<file path="config.mk">
export PLATFORM = sky130hd
export DESIGN_NAME = llh_mul
export DESIGN_NICKNAME = d
export VERILOG_FILES = /design/src/sv/llh_pkg.sv /design/src/sv/llh_mul.sv
export SDC_FILE = /design/constraint.sdc
export NUM_CORES = 1
export LEC_CHECK = 0
export ABC_AREA = 1
export BUFFER_PORTS_ARGS = -buffer_cell sky130_fd_sc_hd__buf_2
export CAP_MARGIN = 20
export CORE_ASPECT_RATIO = 1.1
export CORE_UTILIZATION = 40
export CTS_BUF_LIST = sky130_fd_sc_hd__clkbuf_4
export CTS_CLUSTER_DIAMETER = 200
export CTS_CLUSTER_SIZE = 16
export DETAILED_ROUTE_END_ITERATION = 6
export GPL_TIMING_DRIVEN = 1
export HOLD_SLACK_MARGIN = 0.03
export PLACE_DENSITY = 0.66
export SLEW_MARGIN = 20
export SYNTH_ARGS = -nofsm -noshare
export SYNTH_HDL_FRONTEND = slang
export SYNTH_SLANG_ARGS = --single-unit
</file>
<file path="constraint.sdc">
create_clock -name clk -period 12.4 [get_ports clk]
set_input_delay 1.86 -clock clk [delete_from_list [all_inputs] [get_ports clk]]
set_output_delay 1.86 -clock clk [all_outputs]
set_load 0.02 [all_outputs]
</file>
<file path="src/sv/llh_pkg.sv">
// ----------------------------------------------------------------------------
// llh_pkg
// Shared widths, command codes and register indexes for the log-linear
// latency histogram.
// ----------------------------------------------------------------------------
package llh_pkg;

  localparam int SAMPLE_W   = 32;
  localparam int TOTAL_W    = 64;
  localparam int FRAC_W     = 17;
  localparam int PCOUNT_W   = 3;
  localparam int SLOT_W     = 3;
  localparam int BUCKET_W   = 10;
  localparam int VALUE_W    = 32;
  localparam int COUNT_W    = 32;
  localparam int NUM_FRAC   = 6;
  localparam int MUL_B_W    = 32;
  localparam int PROD_W     = FRAC_W + MUL_B_W;
  localparam int THR_W      = FRAC_W + TOTAL_W;
  localparam int CFG_IDX_W  = 3;
  localparam int CFG_DATA_W = 17;

  localparam logic CMD_ADD     = 1'b0;
  localparam logic CMD_COMPUTE = 1'b1;

  localparam logic [CFG_IDX_W-1:0] REG_PCOUNT     = 3'd0;
  localparam logic [CFG_IDX_W-1:0] REG_FRAC_FIRST = 3'd1;
  localparam logic [CFG_IDX_W-1:0] REG_FRAC_LAST  = 3'd6;

endpackage

</file>
<file path="src/sv/llh_mul.sv">
// ----------------------------------------------------------------------------
// llh_mul
// Shared registered multiplier: fraction times one 32-bit half of the total.
// ----------------------------------------------------------------------------
module llh_mul (
  input  logic                          clk,
  input  logic [llh_pkg::FRAC_W-1:0]    a,
  input  logic [llh_pkg::MUL_B_W-1:0]   b,
  output logic [llh_pkg::PROD_W-1:0]    p
);

  logic [llh_pkg::PROD_W-1:0] p_r;

  always_ff @(posedge clk) begin
    p_r <= llh_pkg::PROD_W'(a) * llh_pkg::PROD_W'(b);
  end

  assign p = p_r;

endmodule

</file>
# --- Yosys cells after proc, flatten, opt, wreduce, memory -nomap -nowiden ---
# Cells that the tools add are included.
# Widths: inputs -> output; s select.
word_totals:
  wordCells: 2
  register_bits: 49
  out_inout_bits: 49
op_classes:
  n_mul: 1
op_table:
  columns: ["op", "count"]
  rows:
  - ["$mul 17x32->49", 1]

# --- Longest topological paths before layout ---
logic_depth:
  ltp_word: 1
  mapped_depth: 28
  ltp_nobuf: 27

# --- Least setup slack after synthesis ---
# No wires, ideal clock.
synth_path:
  path_type: "input -> register"
  start: "input port b[29] (netlist name)"
  end: "register p_r (netlist bit p[47])"
  stages: 24
  setup_time_ns: 0.113
  slack_ns: 5.551
  t_arrival_ns: 6.736
  n_path_buf: 2
  path_cell_list: "clkbuf_1 > clkbuf_1 > nand2_1 > fa_1 > inv_1 > fa_1 > inv_1 > fa_1 > inv_1 > fa_1 > fa_1 > inv_1 > fa_1 > inv_1 > ha_1 > nand2_1 > nor2_1 > nand2_1 > inv_1 > nand2_1 > nor2_1 > nand2_1 > nand4_1 > nand2_1"
synth_between:
  elab_chain_cells: 1
synth_rtl:
  columns: ["item", "line_no", "rtl"]
  rows:
  - ["start: declaration", "llh_mul.sv:8", "input logic [llh_pkg::MUL_B_W-1:0] b,"]
  - ["$mul 17x32->49", "llh_mul.sv:15", "p_r <= llh_pkg::PROD_W'(a) * llh_pkg::PROD_W'(b);"]
  - ["end signal: assignment", "llh_mul.sv:15", null]
  - ["end: declaration", "llh_mul.sv:12", "logic [llh_pkg::PROD_W-1:0] p_r;"]
# No other way between the ends.

# --- Worst setup path in the final report ---
layout_path:
  start: "input port a[6] (netlist name)"
  end: "register p_r (netlist bit p[29])"
layout_between:
  elab_chain_cells: 1
layout_rtl:
  columns: ["item", "line_no", "rtl"]
  rows:
  - ["start: declaration", "llh_mul.sv:7", "input logic [llh_pkg::FRAC_W-1:0] a,"]
  - ["$mul 17x32->49", "llh_mul.sv:15", null]
# No other way between the ends.

==> key figures <==
Status
  – Outcome: finished with violations
  – Failing checks: DRC

Die
  – Core Region: 48920 um^2
  – Num rows: 85
  – Ports: 99
  – Vert. Die Dim: 235.6 um
  – Die area: 50520 um^2
  – Initial core utilization: 0.4058
  – Chip width: 214.4 um

Yosys
  – Main area contributors after synthesis: fa_1 (45%), inv_1 (17%), nand2_1 (17%), ha_1 (7.8%), dfxtp_1 (4.9%)
  – Mapped Cells: 2728
  – Post-Synthesis Cell Area: 19850 um^2
  – Largest area contributor in the netlist: fa_1
  – Ys async rst share: 0
  – Ys Warns: 0
  – Number of enable flip-flop cells after synthesis: 0
  – Synth cell count leaders: inv_1 (892), nand2_1 (885), fa_1 (449)
  – Count leader, synth: inv_1
  – Syn_nets: 3350
  – Netlist cell types: 23
  – Sequential fraction of the synthesis area: 0.04942
  – Synthesized area per cell: 7.276 um^2
  – Flops & latches, synth: 49
  – Ys flop type: dfxtp_1
  – Area share of the largest cell type after synthesis: 0.4528

CTS
  – H-tree lvl count: 2
  – Post-CTS Setup Inserts: 0
  – Hold Buf Count CTS: 0
  – Worst-path clk slew: 0.17 ns
  – CTS tree: built
  – Sink Count: 49
  – Clock Tree Root: clkbuf_4
  – Num CTS Buffers: 5
  – Number of gates resized after CTS: 0
  – Maximum clock path buffer count: 2

Job
  – Max Cap Viol: 0

Placed design
  – Routability cong.: 0.9166
  – IO buf count: 98
  – Post-DP HPWL: 40.65 mm
  – Dpl cells: 3363

GRT
  – Largest net degree at the start of global routing: 33
  – Global Route Usage Sum: 0.2095
  – Global-route wire length before repair: 84.93 mm
  – Grt ovf: 0
  – Vias in the first global route: 16790
  – Initial antenna violation count: 0

STA
  – Worst relative slew slack: 0.4175
  – Fin crit period: 7.174 ns
  – Fin crit share: 0.5786
  – RSZ-0062 raised after global routing: no
  – Count of final hold-check violations: 0
  – # setup viols final: 0
  – Setup TNS Final: 0 ns
  – Final Slew Violations: 0
  – Tightest Pin Transition: 0.8738 ns
  – Peak Freq: 0.1394 GHz

Finish
  – Area Growth Syn to Fin: 4.727%
  – Max reg flops: 49
  – Area of the multi-input gates: 15070 um^2
  – Sequential cell area: 980.9 um^2
  – Final #Nets: 3340
  – Filler cells: 5154
  – Antenna diode count: 0
  – Final std cells w/o fill: 3371
  – Layout cells sized above 1: 0.05370

Worst setup path
  – Worst Path Arrival: 7.47 ns
  – Worst setup EP type: flop
  – Crit path kind: in2reg
  – Critical Path RT: 12.69 ns
  – CP Max Fanout: 32
  – Startpoint Class: primary input

Routing
  – Wirelength per Cell: 14.69 um
  – Drc violations: 4
  – Final wirelength: 49.52 mm
  – Drt first-iter violations: 873
  – Drt via density: 4.595
  – Drt first pass iters: 7
  – Vias: 15490
  – Post-route antenna net violation count: 0

Worst hold path
  – HP Class: in2reg
[worst max-delay path: stages]
cell,delay [ns]
buf_2,0.65
nand2_1,0.12
inv_1,0.12
fa_1,0.42
inv_1,0.08
fa_1,0.43
fa_1,0.51
inv_1,0.06
fa_1,0.48
fa_1,0.49
inv_1,0.05
fa_1,0.51
inv_1,0.07
ha_1,0.40
nand2_2,0.11
nor2_1,0.25
nand2_1,0.12
nor2_1,0.19
nand2_1,0.08
nand3_1,0.13
xor2_1,0.30
[worst paths after layout]
path / start / cells past startpoint / end / slack, ns
max: a[6] / 21 / p[29]$_DFF_P_ / 5.23
min: b[0] / 3 / p[0]$_DFF_P_ / 1.89
[area by class of cell]
cell class	instances	share of cell area
Multi-Input combinational cell	1668	0.7251
Clock buffer	5	0.001806
Tap cell	652	0.03924
Inverter	896	0.1618
Timing Repair Buffer	98	0.02359
Sequential cell	49	0.04719
Clock inverter	3	0.001264
[metrics by stage]
stage	cell area (um^2)	hold slack [ns]	setup WS (ns)	util
after global routing	20790	1.874	4.925	0.4249
after detailed placement	20720	2.277	4.864	0.4236
after floorplan	19850	1.953	5.551	-
after global placement	20720	2.275	4.862	0.4236
after CTS	20790	1.860	5.290	0.4249
final	20790	1.891	5.226	0.4249
[cell usage in the layout (no fill, tap or decap)]
master and instances:
a21oi_1 26, a31oi_1 4, and2_1 2, buf_2 98, clkbuf_4 5, clkinvlp_4 2, dfxtp_1 49, fa_1 449
ha_1 123, inv_1 892, inv_2 4, inv_8 1, nand2_1 885, nand2_2 12, nand3_1 34, nand3_2 10
nand4_1 5, nor2_1 65, nor2_2 7, nor2_4 7, nor3_1 4, o21ai_0 1, o21bai_1 5, or2_0 1
xnor2_1 7, xor2_1 21
[metal layers]
layer,part of all wire,global-route usage
met5,0,0
met2,0.53,0.3993
met1,0.41,0.2557
met4,0.027,0.04870
met3,0.041,0.01344
[logic make-up (layout without fill, tap and decap cells)]
kind of cell	after synthesis	count (layout)	synth area share
adders and majority gates	572	572	0.5303
buffers and inverters	1011	1002	0.1912
AOI/OAI and AO/OA	36	36	0.009959
DFF	49	49	0.04942
and+or+nand+nor	1032	1032	0.2067
xor gates and xnor gates	28	28	0.01235
Power is not shown: default switching activity piles up to over one toggle a cycle in this logic, so the estimate is an artifact.
